File: config.mk
export PLATFORM = sky130hd
export DESIGN_NAME = seven_segment_scan_driver_unit
export DESIGN_NICKNAME = d
export VERILOG_FILES = /design/src/hw/rtl/ssd_pkg.sv /design/src/hw/rtl/ssd_front.sv /design/src/hw/rtl/ssd_queue.sv /design/src/hw/rtl/ssd_back.sv /design/src/hw/rtl/seven_segment_scan_driver_unit.sv
export SDC_FILE = /design/constraint.sdc
export NUM_CORES = 1
export LEC_CHECK = 0
export ABC_AREA = 1
export BUFFER_PORTS_ARGS = -buffer_cell sky130_fd_sc_hd__clkbuf_2
export CAP_MARGIN = 20
export CORE_MARGIN = 4
export CORE_UTILIZATION = 55
export CTS_BUF_LIST = sky130_fd_sc_hd__clkbuf_4 sky130_fd_sc_hd__clkbuf_8
export CTS_CLUSTER_SIZE = 12
export DETAILED_ROUTE_END_ITERATION = 7
export PLACE_DENSITY = 0.74
export SLEW_MARGIN = 5
export SYNTH_ARGS = -nofsm -noshare
export SYNTH_HDL_FRONTEND = slang
export SYNTH_SLANG_ARGS = --single-unit
File: constraint.sdc
create_clock -name i_clk -period 10.52 [get_ports i_clk]
set_input_delay 1.052 -clock i_clk [delete_from_list [all_inputs] [get_ports i_clk]]
set_output_delay 1.052 -clock i_clk [all_outputs]
set_load 0.01 [all_outputs]
File: src/hw/rtl/ssd_pkg.sv
package ssd_pkg;

    localparam logic REQ_TICK = 1'b0;
    localparam logic REQ_SET  = 1'b1;

    localparam int          NumW      = 16;
    localparam int          ValW      = 14;
    localparam int          RemW      = 10;
    localparam int          DigitW    = 4;
    localparam int          NumDigits = 4;
    localparam int          PtrW      = 2;
    localparam int          SegW      = 9;
    localparam int          OutDataW  = 16;

    localparam logic [ValW-1:0]      NUM_LIMIT   = 14'd9999;
    localparam logic [NumDigits-1:0] SEL_ALL_OFF = 4'hF;
    localparam logic [7:0]           PINS_DIRECT = 8'hF8;

    // queue entry: request kind, thousands digit, value below 1000
    typedef struct packed {
        logic              req_type;
        logic [DigitW-1:0] thou;
        logic [RemW-1:0]   rem;
    } t_item;

    // decimal digit of v at weight step (v below 10*step); parallel compares
    function automatic logic [DigitW-1:0] digit_at(input logic [ValW-1:0] v,
                                                   input logic [ValW-1:0] step);
        logic [DigitW-1:0] d;
        d = '0;
        for (int k = 1; k < 10; k++) begin
            if (v >= ValW'(k) * step) begin
                d = DigitW'(k);
            end
        end
        return d;
    endfunction

    function automatic logic [7:0] seg_code(input logic [DigitW-1:0] d);
        logic [7:0] c;
        case (d)
            4'd0:    c = 8'h3F;
            4'd1:    c = 8'h06;
            4'd2:    c = 8'h5B;
            4'd3:    c = 8'h4F;
            4'd4:    c = 8'h66;
            4'd5:    c = 8'h6D;
            4'd6:    c = 8'h7D;
            4'd7:    c = 8'h07;
            4'd8:    c = 8'h7F;
            4'd9:    c = 8'h6F;
            default: c = 8'h00;
        endcase
        return c;
    endfunction

    // A,B -> pins 0,1; C -> pin 8; D..DP -> pins 3..7
    function automatic logic [SegW-1:0] map_pins(input logic [7:0] pat);
        logic [SegW-1:0] pins;
        pins = {pat[2], (pat & PINS_DIRECT) | {6'b0, pat[1:0]}};
        pins[2] = 1'b0;
        return pins;
    endfunction

endpackage

File: src/hw/rtl/ssd_front.sv
module ssd_front (
    input  logic                           i_clk,
    input  logic                           i_rst_n,
    input  logic                           i_valid,
    output logic                           o_ready,
    input  logic                           i_req_type,
    input  logic [ssd_pkg::NumW-1:0]       i_number,
    output logic                           o_push,
    input  logic                           i_full,
    output ssd_pkg::t_item                 o_item
);

    logic                          r_v;
    ssd_pkg::t_item                r_item;
    ssd_pkg::t_item                n_item;
    logic [ssd_pkg::ValW-1:0]      sat;
    logic [ssd_pkg::DigitW-1:0]    thou;
    logic [ssd_pkg::ValW-1:0]      rem_full;

    always_comb begin
        if (i_number > ssd_pkg::NumW'(ssd_pkg::NUM_LIMIT)) begin
            sat = ssd_pkg::NUM_LIMIT;
        end else begin
            sat = i_number[ssd_pkg::ValW-1:0];
        end
        thou     = ssd_pkg::digit_at(sat, 14'd1000);
        rem_full = sat - ssd_pkg::ValW'(thou) * 14'd1000;
        n_item.req_type = i_req_type;
        n_item.thou     = thou;
        n_item.rem      = rem_full[ssd_pkg::RemW-1:0];
    end

    assign o_push  = r_v && !i_full;
    assign o_ready = !r_v || !i_full;
    assign o_item  = r_item;

    always_ff @(posedge i_clk) begin
        if (!i_rst_n) begin
            r_v <= 1'b0;
        end else if (o_ready) begin
            r_v <= i_valid;
        end
    end

    always_ff @(posedge i_clk) begin
        if (o_ready && i_valid) begin
            r_item <= n_item;
        end
    end

endmodule

File: src/hw/rtl/ssd_queue.sv
module ssd_queue (
    input  logic           i_clk,
    input  logic           i_rst_n,
    input  logic           i_push,
    input  ssd_pkg::t_item i_item,
    output logic           o_full,
    output logic           o_valid,
    output ssd_pkg::t_item o_item,
    input  logic           i_pop
);

    ssd_pkg::t_item r_mem [2];
    logic           r_wr_ptr;
    logic           r_rd_ptr;
    logic [1:0]     r_count;

    assign o_full  = (r_count == 2'd2);
    assign o_valid = (r_count != 2'd0);
    assign o_item  = r_mem[r_rd_ptr];

    always_ff @(posedge i_clk) begin
        if (!i_rst_n) begin
            r_wr_ptr <= 1'b0;
            r_rd_ptr <= 1'b0;
            r_count  <= 2'd0;
        end else begin
            if (i_push) begin
                r_wr_ptr <= !r_wr_ptr;
            end
            if (i_pop) begin
                r_rd_ptr <= !r_rd_ptr;
            end
            case ({i_push, i_pop})
                2'b10:   r_count <= r_count + 2'd1;
                2'b01:   r_count <= r_count - 2'd1;
                default: r_count <= r_count;
            endcase
        end
    end

    always_ff @(posedge i_clk) begin
        if (i_push) begin
            r_mem[r_wr_ptr] <= i_item;
        end
    end

endmodule

File: src/hw/rtl/ssd_back.sv
module ssd_back (
    input  logic                              i_clk,
    input  logic                              i_rst_n,
    input  logic                              i_q_valid,
    input  ssd_pkg::t_item                    i_q_item,
    output logic                              o_pop,
    input  logic                              i_cfg_valid,
    input  logic                              i_cfg_enable,
    output logic                              o_valid,
    input  logic                              i_ready,
    output logic [ssd_pkg::OutDataW-1:0]      o_data
);

    logic [ssd_pkg::DigitW-1:0]    r_digits [ssd_pkg::NumDigits];
    logic [ssd_pkg::PtrW-1:0]      r_ptr;
    logic [ssd_pkg::SegW-1:0]      r_seg;
    logic [ssd_pkg::NumDigits-1:0] r_sel;
    logic                          r_en;
    logic                          r_out_v;
    logic [ssd_pkg::OutDataW-1:0]  r_out;

    logic [ssd_pkg::SegW-1:0]      n_seg;
    logic [ssd_pkg::NumDigits-1:0] n_sel;
    logic [ssd_pkg::PtrW-1:0]      n_ptr;
    logic [ssd_pkg::DigitW-1:0]    hund;
    logic [ssd_pkg::DigitW-1:0]    tens;
    logic [ssd_pkg::ValW-1:0]      r2;
    logic [ssd_pkg::ValW-1:0]      r1;
    logic                          is_tick;

    assign o_pop   = i_q_valid && (!r_out_v || i_ready);
    assign is_tick = (i_q_item.req_type == ssd_pkg::REQ_TICK);

    always_comb begin
        hund = ssd_pkg::digit_at(ssd_pkg::ValW'(i_q_item.rem), 14'd100);
        r2   = ssd_pkg::ValW'(i_q_item.rem) - ssd_pkg::ValW'(hund) * 14'd100;
        tens = ssd_pkg::digit_at(r2, 14'd10);
        r1   = r2 - ssd_pkg::ValW'(tens) * 14'd10;
    end

    always_comb begin
        n_seg = r_seg;
        n_sel = r_sel;
        n_ptr = r_ptr;
        if (is_tick && r_en) begin
            n_seg = ssd_pkg::map_pins(ssd_pkg::seg_code(r_digits[r_ptr]));
            n_sel = ssd_pkg::SEL_ALL_OFF
                    & ~(ssd_pkg::NumDigits'(1) << r_ptr);
            n_ptr = r_ptr + ssd_pkg::PtrW'(1);
        end
    end

    always_ff @(posedge i_clk) begin
        if (!i_rst_n) begin
            for (int i = 0; i < ssd_pkg::NumDigits; i++) begin
                r_digits[i] <= '0;
            end
            r_ptr   <= '0;
            r_seg   <= '0;
            r_sel   <= ssd_pkg::SEL_ALL_OFF;
            r_en    <= 1'b1;
            r_out_v <= 1'b0;
        end else begin
            if (i_cfg_valid) begin
                r_en <= i_cfg_enable;
                if (!i_cfg_enable) begin
                    r_seg <= '0;
                    r_sel <= ssd_pkg::SEL_ALL_OFF;
                end
            end
            if (o_pop) begin
                r_out_v <= 1'b1;
                if (!is_tick) begin
                    r_digits[0] <= i_q_item.thou;
                    r_digits[1] <= hund;
                    r_digits[2] <= tens;
                    r_digits[3] <= r1[ssd_pkg::DigitW-1:0];
                end else begin
                    r_seg <= n_seg;
                    r_sel <= n_sel;
                    r_ptr <= n_ptr;
                end
            end else if (i_ready) begin
                r_out_v <= 1'b0;
            end
        end
    end

    always_ff @(posedge i_clk) begin
        if (o_pop) begin
            r_out <= {3'b000, n_sel, n_seg};
        end
    end

    assign o_valid = r_out_v;
    assign o_data  = r_out;

endmodule

File: src/hw/rtl/seven_segment_scan_driver_unit.sv
// Path: a request is registered in the front stage, written into the queue,
// then loaded into the output register; a full queue or a stalled output can hold it.
// Throughput: one request per cycle sustained while the output is accepted; front and
// output registers hold one request each and the queue two, so either side stalls alone.
// Reset (i_rst_n low, synchronous): display enabled, digits zero, scan
// pointer zero, all segments off and all digit selects high; no request held.
module seven_segment_scan_driver_unit (
    input  logic        i_clk,
    input  logic        i_rst_n,
    input  logic        i_s_axis_tvalid,
    output logic        o_s_axis_tready,
    input  logic [15:0] i_s_axis_tdata,   // [15:0] number
    input  logic [0:0]  i_s_axis_tuser,   // [0] req_type
    output logic        o_m_axis_tvalid,
    input  logic        i_m_axis_tready,
    output logic [15:0] o_m_axis_tdata,   // [8:0] segment_pins, [12:9] digit_select_n
    input  logic        i_cfg_valid,
    output logic        o_cfg_ready,
    input  logic [0:0]  i_cfg_data        // [0] display_enable
);

    logic           push;
    logic           full;
    logic           q_valid;
    logic           pop;
    ssd_pkg::t_item f_item;
    ssd_pkg::t_item q_item;

    assign o_cfg_ready = 1'b1;

    ssd_front u_front (
        .i_clk      (i_clk),
        .i_rst_n    (i_rst_n),
        .i_valid    (i_s_axis_tvalid),
        .o_ready    (o_s_axis_tready),
        .i_req_type (i_s_axis_tuser[0]),
        .i_number   (i_s_axis_tdata),
        .o_push     (push),
        .i_full     (full),
        .o_item     (f_item)
    );

    ssd_queue u_queue (
        .i_clk   (i_clk),
        .i_rst_n (i_rst_n),
        .i_push  (push),
        .i_item  (f_item),
        .o_full  (full),
        .o_valid (q_valid),
        .o_item  (q_item),
        .i_pop   (pop)
    );

    ssd_back u_back (
        .i_clk        (i_clk),
        .i_rst_n      (i_rst_n),
        .i_q_valid    (q_valid),
        .i_q_item     (q_item),
        .o_pop        (pop),
        .i_cfg_valid  (i_cfg_valid),
        .i_cfg_enable (i_cfg_data[0]),
        .o_valid      (o_m_axis_tvalid),
        .i_ready      (i_m_axis_tready),
        .o_data       (o_m_axis_tdata)
    );

endmodule

## Word-level counts from Yosys, hierarchy flattened

Memories as Yosys holds them, arrays and structs flattened. A register that Yosys moved wholly into a read port is not among the register bits.
Cells that the tools add are included.

| cells by class | value |
|---|---|
| bitwise logic cells | 7 |
| multipliers | 3 |
| reductions and logical operators | 15 |
| div/mod/pow operators | 0 |
| equal/unequal tests | 3 |
| muxes and demuxes | 57 |
| $add $sub $neg | 6 |
| shift-type cells | 1 |
| order comparisons | 28 |

Operators by type and width:

| operator | number |
|---|---|
| 4-bit 2-to-1 mux | 21 |
| 14-bit by 13-bit greater-or-equal comparator with 1-bit output (second input constant) | 4 |
| 9-bit 2-to-1 mux | 5 |
| 14-bit by 6-bit greater-or-equal comparator with 1-bit output (second input constant) | 3 |
| 14-bit by 7-bit greater-or-equal comparator with 1-bit output (second input constant) | 3 |
| 10-bit greater-or-equal comparator (second input constant) | 4 |
| 10-bit by 9-bit greater-or-equal comparator with 1-bit output (second input constant) | 3 |
| 14-bit by 12-bit greater-or-equal comparator with 1-bit output (second input constant) | 2 |
| 14-bit by 5-bit greater-or-equal comparator with 1-bit output (second input constant) | 2 |
| 3-bit 2-to-1 mux | 8 |
| 16-bit by 14-bit > comparator with 1-bit output (second input constant) | 1 |
| 14-bit by 10-bit greater-or-equal comparator with 1-bit output (second input constant) | 1 |
| 14-bit by 11-bit greater-or-equal comparator with 1-bit output (second input constant) | 1 |
| 14-bit greater-or-equal comparator (second input constant) | 1 |
| 14-bit by 4-bit greater-or-equal comparator with 1-bit output (second input constant) | 1 |
| 1-bit 2-to-1 mux | 14 |
| 14-bit 2-to-1 mux | 1 |
| 2-bit 2-to-1 mux | 6 |
| 10-bit by 11-bit subtractor with 12-bit output | 1 |
| 10-bit by 7-bit greater-or-equal comparator with 1-bit output (second input constant) | 1 |
| 10-bit by 8-bit greater-or-equal comparator with 1-bit output (second input constant) | 1 |
| 10-bit subtractor | 1 |
| 4-bit by 5-bit multiplier with 9-bit output (second input constant) | 1 |
| 8-bit 2-to-1 mux | 1 |
| other kinds (18) | 33 |

| storage, ports and cells | value |
|---|---|
| memories | 3 |
| bits in latches | 0 |
| bits in writable memories | 46 |
| word-level logic and storage cells | 136 |
| flip-flop bits (word level) | 50 |
| output and inout bits | 19 |
| input port bits | 23 |
| bits in read-only memories | 112 |

Memories:

| name | words | width | rd ports | clocked after Yosys merged registers in | write ports | RTL line | source |
|---|---|---|---|---|---|---|---|
| (name not given) | 16 | 7 | 1 | 0 | 0 | ssd_pkg.sv:41 | `case (d)` |
| u_queue.r_mem | 2 | 15 | 1 | 1 | 1 | ssd_queue.sv:12 | `ssd_pkg::t_item r_mem [2];` |
| u_back.r_digits | 4 | 4 | 1 | 1 | 4 | ssd_back.sv:14 | `logic [ssd_pkg::DigitW-1:0] r_digits [ssd_pkg::NumDigits];` |

## Logic depth before layout (Yosys ltp)

Gate-level depths: netlist (run 1).

| depth | value |
|---|---|
| word-level depth | 25 |
| gate-level depth with buffers | 48 |

## Cells and area by module

A second synthesis (run 1) with hierarchy kept.

| unflattened totals | value |
|---|---|
| cells, all modules | 719 |
| area total of the unflattened synthesis | 6,292.3 um^2 |

By module, submodules not included:

| module | area each (um^2) | cells an instance | instances |
|---|---|---|---|
| ssd_back | 3,354.5 | 440 | 1 |
| ssd_front | 1,561.5 | 195 | 1 |
| ssd_queue | 1,365.1 | 82 | 1 |
| seven_segment_scan_driver_unit | 11.3 | 2 | 1 |

## Worst setup path after synthesis (run 1)

OpenSTA, ideal clock, no wires.

| timing path | value |
|---|---|
| kind | register to register |
| from | register (tool-made name) |
| to | memory u_back.r_digits[3][3] (netlist bit), data pin |
| data arrival time | 5.146 ns |
| path buffers | 2 |
| cell stages (with the launch flop) | 46 |
| period minus slack after synthesis | 5.404 ns |
| slack | 5.116 ns |
| path through | dfxtp_1 > buf_6 > inv_4 > buf_8 > or2_2 > o21a_1 > nor2_1 > inv_1 > o21ai_1 > a21oi_1 > o21ai_1 > o21ai_1 > nand3_1 > nand2_1 > ha_1 > ha_1 > inv_1 > fa_1 > [... 10 more ...] > inv_2 > nor2_2 > inv_2 > nor2_4 > nand2_1 > nand2_1 > nand2_1 > nand2_1 > nand2_2 > nand2_2 > ha_1 > fa_1 > xnor2_1 > nand3_1 > nand2_1 > inv_1 > nand2_2 > a21oi_2 |

RTL lines:

| element | RTL line |
|---|---|
| to (decl) | ssd_back.sv:14 |

==> results of run 1 <==
==> layout by cell type (no fill, tap or decap), types with 5 or more instances in the layout <==
cell type / n
nor2_1: 57
fa_1: 8
or2_2: 6
nand3_1: 33
clkbuf_2: 37
a21oi_1: 55
inv_2: 12
nor3_1: 8
nand4_1: 10
inv_1: 124
xnor2_1: 7
clkbuf_8: 9
o21ai_1: 10
o21ai_0: 25
ha_1: 41
xor2_1: 8
nand2_2: 14
nor2_2: 5
edfxtp_1: 74
o22ai_1: 5
nor2_4: 6
dfxtp_1: 25
nand2_1: 136
==> stage by stage <==
stage          utilization  setup WS [ps]  std cells  hold slack (ps)
2_1_floorplan            -           5120        733              421
3_3_place_gp         0.596           4540        899              425
3_5_place_dp         0.596           4240        899              434
4_1_cts              0.618           4220        915              452
5_1_grt              0.618           3610        915              459
6_report             0.618           4160        915              448
==> kinds of logic after synthesis <==
logic type / count (synthesis) / share of synthesized area
adder cells (fa/ha/maj): 49 / 0.108
AND/OR/NAND/NOR: 294 / 0.224
AO/OA/AOI/OAI: 117 / 0.107
flip-flops: 99 / 0.435
other: 2 / 0.00120
buffers and inverters: 153 / 0.0995
XOR/XNOR: 15 / 0.0210
multiplexers: 2 / 0.00380
==> registers in the layout, summed over array words and instances (netlist names), 2 cells and up, named ones only <==
name             cells
u_back.r_digits     16
u_back.r_ptr         2
u_queue.r_count      2
u_back.r_sel         4
u_front.o_item      15
u_queue.r_mem       30
u_back.o_data       13
u_back.r_seg         9
==> critical path: cells and delay by family (launching register included) <==
kind            cells  cell delay, ps
xor+xnor            2             420
flops               1             750
buf+inv             7             530
compound gates      7             830
simple gates       21            1790
fa+ha+maj           6            1800
==> metal layers <==
layer | up-vias | wire length [µm] | part of all wire
met4 | 0 | 225 | 0.019
met3 | 24 | 516 | 0.043
li1 | 2475 | - | -
met1 | 2239 | 5220 | 0.44
met5 | - | 0 | 0
met2 | 136 | 5990 | 0.50
==> synth_stat cells (all sizes together), types with 10 or more instances <==
master / instances
nand4: 12
inv: 137
nor2: 68
buf: 10
edfxtp: 74
dfxtp: 25
nand3: 39
ha: 41
nand2: 153
a21oi: 58
o21ai: 36
==> final cells by class <==
class,count,share of cell area
Clock inverter,6,0.0155
Multi-Input combinational cell,481,0.430
Inverter,138,0.0767
Sequential cell,99,0.401
Timing Repair Buffer,41,0.0317
Clock buffer,10,0.0194
Tap cell,140,0.0258
==> worst min-delay path by stage <==
stage                            from                  end  cells past startpoint
floorplan           u_front.o_item[0]  u_queue.r_mem[0][0]                      0
global placement    u_front.o_item[6]  u_queue.r_mem[0][6]                      0
detailed placement  u_front.o_item[9]  u_queue.r_mem[0][9]                      0
CTS                 u_front.o_item[9]  u_queue.r_mem[0][9]                      0
global route        u_front.o_item[9]  u_queue.r_mem[0][9]                      0
finish              u_front.o_item[9]  u_queue.r_mem[0][9]                      0
==> flow_summary.toml, run 1 <==
[drt]
routed_wl_mm = 12.0
drtIter0Drc = 338
drt-wirelength-per-cell_um = 13.1
vias = 4874
drtPass1Iterations = 6
drc = 0
ant_nets = 0
via_per_inst = 5.33

[sta]
hold_viol_final = 0
period_share = 0.605
finalSetupViolCount = 0
worst_pin_slew_ps = 705
fin_crit_ps = 6360
rsz0062_at_grt = "false"
slew_viol_final = 0
achievable-frequency_ghz = 0.157
finalSetupTns_ps = 0
relSlewSlack = 0.530
skew_ps = 20.0

[logic_synthesis]
synth_top_flop_cell = "edfxtp_1"
yosysSeqAreaShare = 0.435
synth-async-reset-ratio = 0
synth_top_area_frac = 0.355
avgSynthCellArea_um2 = 8.55
syn-cell-area_mm2 = 0.00625
synth_edf_count = 74
yosys_warnings = 0
synth_cell_types = 52
synthTopCellsByArea = "edfxtp_1, ha_1, nand2_1"
yosys.area.top_type = "edfxtp_1"
synth_cells = 731
ys_seq_elements = 99

[cells_and_area]
multiInputGateArea_mm2 = 0.00292
stdcell_area_mm2 = 0.00679
diodes = 0
nets = 842
syn_to_final_growth_pct = 8.53
nFillCells = 949
seqCellArea_mm2 = 0.00272
drive_gt1_frac = 0.151

[critical_path]
worstSetupPathType = "flop to flop"
crit_arrival_ps = 6460
max_stage_delay_ps = 750
r2r_cells = 43
reg2reg_slack_ps = 4160
cp.required_ps = 10610
crit_path_end_kind = "flop"
cp-endpoint = "u_back.r_digits[3][3]"
crit-reg2reg-capture = "u_back.r_digits[3][3]"
slowest_stage = "dfxtp_1"
crit_path_max_fanout = 16
start_kind = "flop"

[run_status]
outcome = "finished, final reports clean"

[floorplan]
io_pins = 42
dieHeight_um = 115
fp.coreArea_mm2 = 0.0110
dieWidth_um = 115
rows = 38
start_util = 0.569
die-area_mm2 = 0.0131

[global_route]
grt.overflow.total = 0
antenna_found_initial = 0
grt_pass1_vias = 4697
met2_usage = 0.333
gr-usage-all-layers = 0.189
busiest_layer = "met2"
grt_max_degree = 19
grt_pass1_wl_mm = 20.5
gr-usage-met1 = 0.234
use_met3 = 0.0264

[placement]
portBuffers = 37
place_area_mm2 = 0.00655
gp_congestion = 0.949
hpwl_mm = 9.48

[cts]
root_buffer = "clkbuf_8"
cts_sinks = 99
cts_max_path_buffers = 2
post_cts_buffers = 0
cts_tree = "yes"
cts_resized = 0
postCtsHoldBufs = 0
clkSlewWorstSetupHoldPaths_ps = 100
cts_buffers = 9
htree_levels = 3
worstSkewPairLatency_ps = 350

[job]
maxCapViolCount = 0

[min_path]
hold_class = "flop to flop"
Power of run 1 is left out: the tool's default activity adds up to more than one toggle a clock period on the data nets, which glitch-free logic cannot reach.
==> run 2: changes to the inputs <==
--- a/config.mk
+++ b/config.mk
@@ -5,7 +5,7 @@
 export SDC_FILE = /design/constraint.sdc
 export NUM_CORES = 1
 export LEC_CHECK = 0
-export ABC_AREA = 1
+export ABC_AREA = 0
 export BUFFER_PORTS_ARGS = -buffer_cell sky130_fd_sc_hd__clkbuf_2
 export CAP_MARGIN = 20
 export CORE_MARGIN = 4
==> constraint.sdc (replaced) <==
create_clock -name i_clk -period 6.3 [get_ports i_clk]
set_input_delay 0.63 -clock i_clk [delete_from_list [all_inputs] [get_ports i_clk]]
set_output_delay 0.63 -clock i_clk [all_outputs]
set_load 0.01 [all_outputs]
==> run 2 against run 1 <==
Effect of this change: final cell count is 19% lower; fmax up 8.7%; die area down 4.5%; worst setup slack worse by 3700 ps; critical path depth fell by 20; highest routed layer unchanged; clock skew is 3.9 ps lower; synthesized cell count decreased by 23%; count of clock-buffer cells in the layout stayed put; area after synthesis decreased by 4.8%; via count shrank 13%.
==> flow_summary.toml, run 2 <==
[run_status]
outcome = "finished, final reports clean"

[logic_synthesis]
yosysSeqAreaShare = 0.457
yosys_warnings = 0
synth-async-reset-ratio = 0
avgSynthCellArea_um2 = 10.6
synth_top_area_frac = 0.373
synth_cell_types = 70
synthTopCellsByArea = "edfxtp_1, ha_1, dfxtp_1"
synth_top_flop_cell = "edfxtp_1"
netlist_top_cells_count = "edfxtp_1, nor2_1, ha_1"
yosys.area.top_type = "edfxtp_1"
ys_seq_elements = 99
synth_edf_count = 74
synth_cells = 563
syn-cell-area_mm2 = 0.00595
synth_most_common_cell = "edfxtp_1"

[critical_path]
cp.required_ps = 6410
crit_arrival_ps = 5970
crit_path_max_fanout = 22
crit_path_end_kind = "flop"
worstSetupPathType = "flop to flop"
start_kind = "flop"

[cts]
clkSlewWorstSetupHoldPaths_ps = 90
post_cts_buffers = 0
cts_max_path_buffers = 2
cts_sinks = 99
cts_tree = "yes"
worstSkewPairLatency_ps = 360
cts_buffers = 9
root_buffer = "clkbuf_8"
htree_levels = 3

[job]
maxCapViolCount = 0

[sta]
finalSetupTns_ps = 0
rsz0062_at_grt = "false"
fin_crit_ps = 5850
skew_ps = 16.1
period_share = 0.929
finalSetupViolCount = 0
hold_viol_final = 0
achievable-frequency_ghz = 0.171
worst_pin_slew_ps = 822
relSlewSlack = 0.447
slew_viol_final = 0

[min_path]
hold_class = "flop to flop"

[floorplan]
rows = 37
dieHeight_um = 112
start_util = 0.572
die-area_mm2 = 0.0126
fp.coreArea_mm2 = 0.0104
io_pins = 42
dieWidth_um = 112

[pwr]
p_clk_frac = 0.123
powerDensity_mw_per_mm2 = 504
combPwrFrac = 0.588
total_leakage_power_nw = 2.60
p_switching_mw = 1.42
power.total_mw = 3.25
vdd_drop_max_v = 0.000442
swShare = 0.437
seqPwrFrac = 0.289
internal_power_mw = 1.83

[drt]
drc = 0
drtPass1Iterations = 5
vias = 4217
drt-wirelength-per-cell_um = 15.1
drtIter0Drc = 297
routed_wl_mm = 11.1
ant_nets = 0
via_per_inst = 5.71

[global_route]
grt_max_degree = 27
gr-usage-all-layers = 0.183
grt.overflow.total = 0
antenna_found_initial = 0
grt_pass1_wl_mm = 19.1
grt_pass1_vias = 4133

[cells_and_area]
nFillCells = 856
syn_to_final_growth_pct = 8.47
layout_commonest_cell = "edfxtp_1"
seqCellArea_mm2 = 0.00273
diodes = 0
multiInputGateArea_mm2 = 0.00299
largest_register = "u_queue.r_mem"
layout_common_cells = "edfxtp_1, nor2_1, ha_1"
drive_gt1_frac = 0.138
largest_reg_flops = 30
nets = 669

[placement]
portBuffers = 37
hpwl_mm = 8.56
gp_congestion = 0.851
## run 2: cell types whose count changed after synthesis, sizes merged, moves of 18 or more
cell,delta
and2,+18
inv,-95
nor2,-22
a21oi,-28
nand3,-25
nand2,-123
## run 2: final timing paths
check             slack (ps)               start                     to  cells after the start
setup / recovery         450                flop  u_back.r_digits[3][3]                     23
hold / removal           450  u_front.o_item[10]   u_queue.r_mem[0][10]                      0
setup reg to reg         450                flop  u_back.r_digits[3][3]                     23
hold reg to reg          450  u_front.o_item[10]   u_queue.r_mem[0][10]                      0
## run 2: power groups by stage
stage / combinational [mW] / clock (mW) / sequential (mW)
floorplan: 1.47 / 0 / 0.951
global placement: 1.79 / 0 / 0.948
detailed placement: 1.86 / 0 / 0.957
CTS: 1.87 / 0.411 / 0.942
global route: 2.16 / 0.441 / 0.956
finish: 1.91 / 0.400 / 0.942
## run 2: final cells by class
cell class / instances / share of cell area
flip-flops and latches: 99 / 0.422
inverters: 42 / 0.0244
clock buffers: 10 / 0.0203
multi-input cells: 404 / 0.463
clock inverters: 6 / 0.00988
well taps: 136 / 0.0264
repair buffers: 41 / 0.0333
## run 2: kinds of logic after synthesis
| group | count (synthesis) | synth area share |
|---|---|---|
| and+or+nand+nor | 173 | 0.148 |
| AOI/OAI and AO/OA | 130 | 0.152 |
| DFF | 99 | 0.457 |
| buffers and inverters | 62 | 0.0443 |
| adders and majority gates | 50 | 0.115 |
| xor gates and xnor gates | 26 | 0.0383 |
| muxes | 21 | 0.0446 |
| other | 2 | 0.00126 |
## run 2: metrics by stage
stage | utilization | cell area [µm²] | std cells | setup WS (ps) | hold WS (ps)
after floorplan | - | 5960 | 565 | 809 | 421
after global placement | 0.599 | 6240 | 722 | 415 | 423
after detailed placement | 0.599 | 6240 | 722 | 103 | 431
after CTS | 0.618 | 6430 | 738 | 97.3 | 435
after global routing | 0.620 | 6460 | 738 | 52.3 | 438
final | 0.620 | 6460 | 738 | 445 | 449
## run 2: worst max-delay path, stage by stage, from the launching register on
cell	delay, ps
dfxtp_4	490
buf_4	240
nor3b_1	260
o21ai_0	160
a311oi_1	320
o22ai_1	120
a21oi_1	160
o31ai_1	120
buf_4	180
ha_1	190
ha_1	200
inv_1	70
fa_1	400
ha_1	360
nand3_1	120
o22ai_1	120
and3_1	210
o31a_1	290
o311a_4	420
nor2b_1	170
fa_1	450
xor2_1	180
nor2b_1	160
a41o_1	250
## run 2: what timing repair did
| action | CTS | global route |
|---|---|---|
| resized for setup | 0 | 5 |
| endpoints found under the setup margin | 0 | 1 |
| hold buffers | 0 | 0 |
## run 2: metal layers
metal,GRT usage,vias to the layer above,share of wire
met5,0,-,0
met1,0.235,2008,0.45
li1,-,2100,-
met3,0.0264,17,0.033
met2,0.316,92,0.51
met4,0.0681,0,0.013
No activity file was read; power rests on OpenSTA's default activity.
==> run 3: changes to the inputs <==
--- a/config.mk
+++ b/config.mk
@@ -8,12 +8,14 @@
 export ABC_AREA = 0
 export BUFFER_PORTS_ARGS = -buffer_cell sky130_fd_sc_hd__clkbuf_2
 export CAP_MARGIN = 20
+export CELL_PAD_IN_SITES_DETAIL_PLACEMENT = 1
+export CELL_PAD_IN_SITES_GLOBAL_PLACEMENT = 1
 export CORE_MARGIN = 4
-export CORE_UTILIZATION = 55
+export CORE_UTILIZATION = 45
 export CTS_BUF_LIST = sky130_fd_sc_hd__clkbuf_4 sky130_fd_sc_hd__clkbuf_8
 export CTS_CLUSTER_SIZE = 12
 export DETAILED_ROUTE_END_ITERATION = 7
-export PLACE_DENSITY = 0.74
+export PLACE_DENSITY_LB_ADDON = 0.3
 export SLEW_MARGIN = 5
 export SYNTH_ARGS = -nofsm -noshare
 export SYNTH_HDL_FRONTEND = slang
==> run 3 against run 2 <==
Effect of this change: largest power group unchanged; worst setup slack worse by 58 ps; sequential share of layout area is 0.12 points lower; via count grew 1.4%; critical path depth down 2; critical path type unchanged; first-iteration DRC count shrank 37%; sequential power is essentially flat; global-route usage fell by 0.18 points; final cell count up 4.7%; highest routed layer unchanged; die area is 21% higher; hold slack got worse by 0.56 ps; combinational power is 3% higher.
==> flow_summary.toml, run 3 (synthesized netlist as in run 2, its figures left out) <==
[drt]
via_per_inst = 5.53
drtIter0Drc = 186
drt-wirelength-per-cell_um = 17.1
routed_wl_mm = 13.2
drc = 0
vias = 4276
drtPass1Iterations = 4
ant_nets = 0

[cts]
cts_buffers = 9
worstSkewPairLatency_ps = 360
clkSlewWorstSetupHoldPaths_ps = 80
cts_sinks = 99
htree_levels = 3
postCtsHoldBufs = 0
cts_tree = "yes"
root_buffer = "clkbuf_8"
cts_max_path_buffers = 2

[placement]
place_area_mm2 = 0.00628
gp_congestion = 0.910
hpwl_mm = 10.3
portBuffers = 37
dp_cells = 757

[run_status]
outcome = "finished, final reports clean"

[cells_and_area]
multiInputGateArea_mm2 = 0.00299
syn_to_final_growth_pct = 8.79
largest_register = "u_queue.r_mem"
finalNonFillerCells = 773
diodes = 0
seqCellArea_mm2 = 0.00273
drive_gt1_frac = 0.135
largest_reg_flops = 30
stdcell_area_mm2 = 0.00648
nFillCells = 1407
layout_common_cells = "edfxtp_1, nor2_1, ha_1"
nets = 668
layout_commonest_cell = "edfxtp_1"

[pwr]
total_leakage_power_nw = 2.60
power.total_mw = 3.28
powerDensity_mw_per_mm2 = 507
vdd_drop_max_v = 0.000206

[floorplan]
io_pins = 42
rows = 41
start_util = 0.466
fp.coreArea_mm2 = 0.0128
die-area_mm2 = 0.0151
dieWidth_um = 123
dieHeight_um = 123

[sta]
period_share = 0.938
relSlewSlack = 0.378
rsz0062_at_grt = "false"
fin_crit_ps = 5910
worst_pin_slew_ps = 925
achievable-frequency_ghz = 0.169
finalSetupTns_ps = 0
hold_viol_final = 0
finalSetupViolCount = 0
skew_ps = 19.0
slew_viol_final = 0

[global_route]
grt.overflow.total = 0
met2_usage = 0.341
grt_pass1_vias = 4428
gr-usage-met1 = 0.219
grt_max_degree = 27
use_met3 = 0.0224
gr-usage-all-layers = 0.181
antenna_found_initial = 0
grt_pass1_wl_mm = 21.9
busiest_layer = "met2"

[critical_path]
crit_family = "compound AO/OA/AOI/OAI gates"
start_kind = "flop"
crit_arrival_ps = 6020
crit_path_end_kind = "flop"
cpMostUsedCell = "ha_1"
worstSetupPathType = "flop to flop"
path_cells = "mux2i_1, o21ai_1, a311o_1, o22ai_1, a21oi_1, o31ai_2, ha_1, ha_1, inv_1, fa_1, ha_1, nand3_1, o22ai_1, nor4b_1, o31a_1, o311a_1, nor2b_1, fa_1, xor2_1, nor2b_1, a41o_1"
crit_buf_inv = 1
max_stage_delay_ps = 490
crit_path_max_fanout = 22
slowest_stage = "dfxtp_4"
cp.required_ps = 6410

[job]
maxCapViolCount = 0

[min_path]
hold_class = "flop to flop"
-- run 3: worst paths after layout --
check	startpoint	end	slack [ps]	cells past startpoint
worst max-delay path	flop	u_back.r_digits[3][3]	390	21
worst max register to register	flop	u_back.r_digits[3][3]	390	21
worst min register to register	u_front.o_item[2]	u_queue.r_mem[1][2]	450	0
worst min-delay path	u_front.o_item[2]	u_queue.r_mem[1][2]	450	0
-- run 3: stage by stage --
stage	worst slack (ps)	hold slack, ps	util
floorplan	809	421	-
global placement	225	424	0.491
detailed placement	-103	434	0.491
CTS	154	442	0.506
global route	49.8	439	0.507
finish	388	448	0.507
-- run 3: cell type report --
class / instances / area share
Clock buffer: 12 / 0.0226
Clock inverter: 4 / 0.00541
Inverter: 42 / 0.0243
Multi-Input combinational cell: 404 / 0.461
Sequential cell: 99 / 0.421
Tap cell: 172 / 0.0332
Timing Repair Buffer: 40 / 0.0321
-- run 3: worst reg2reg max path, stage by stage (launching register included) --
cell     delay [ps]
dfxtp_4         490
mux2i_1         340
o21ai_1         130
a311o_1         400
o22ai_1         120
a21oi_1         100
o31ai_2         350
ha_1            300
ha_1            210
inv_1            70
fa_1            410
ha_1            380
nand3_1         100
o22ai_1         260
nor4b_1         110
o31a_1          260
o311a_1         450
nor2b_1         190
fa_1            430
xor2_1          170
nor2b_1         150
a41o_1          250
-- run 3: routing by layer --
layer  vias up  share of wire
li1       2094              -
met1      2126           0.43
met2        41           0.54
met3        15          0.018
met4         0          0.014
met5         -              0
-- run 3: power by group --
group	internal, mW	leakage [nW]	switching [mW]
clock network	0.163	0.0977	0.216
registers	0.871	0.901	0.0732
logic	0.767	1.60	1.19
-- run 3: what timing repair did --
| action | CTS | global route |
|---|---|---|
| resized for setup | 1 | 4 |
| gates cloned | 0 | 0 |
| pin swaps | 0 | 0 |
| setup endpoints to repair | 1 | 1 |
| buffers inserted | 0 | 0 |
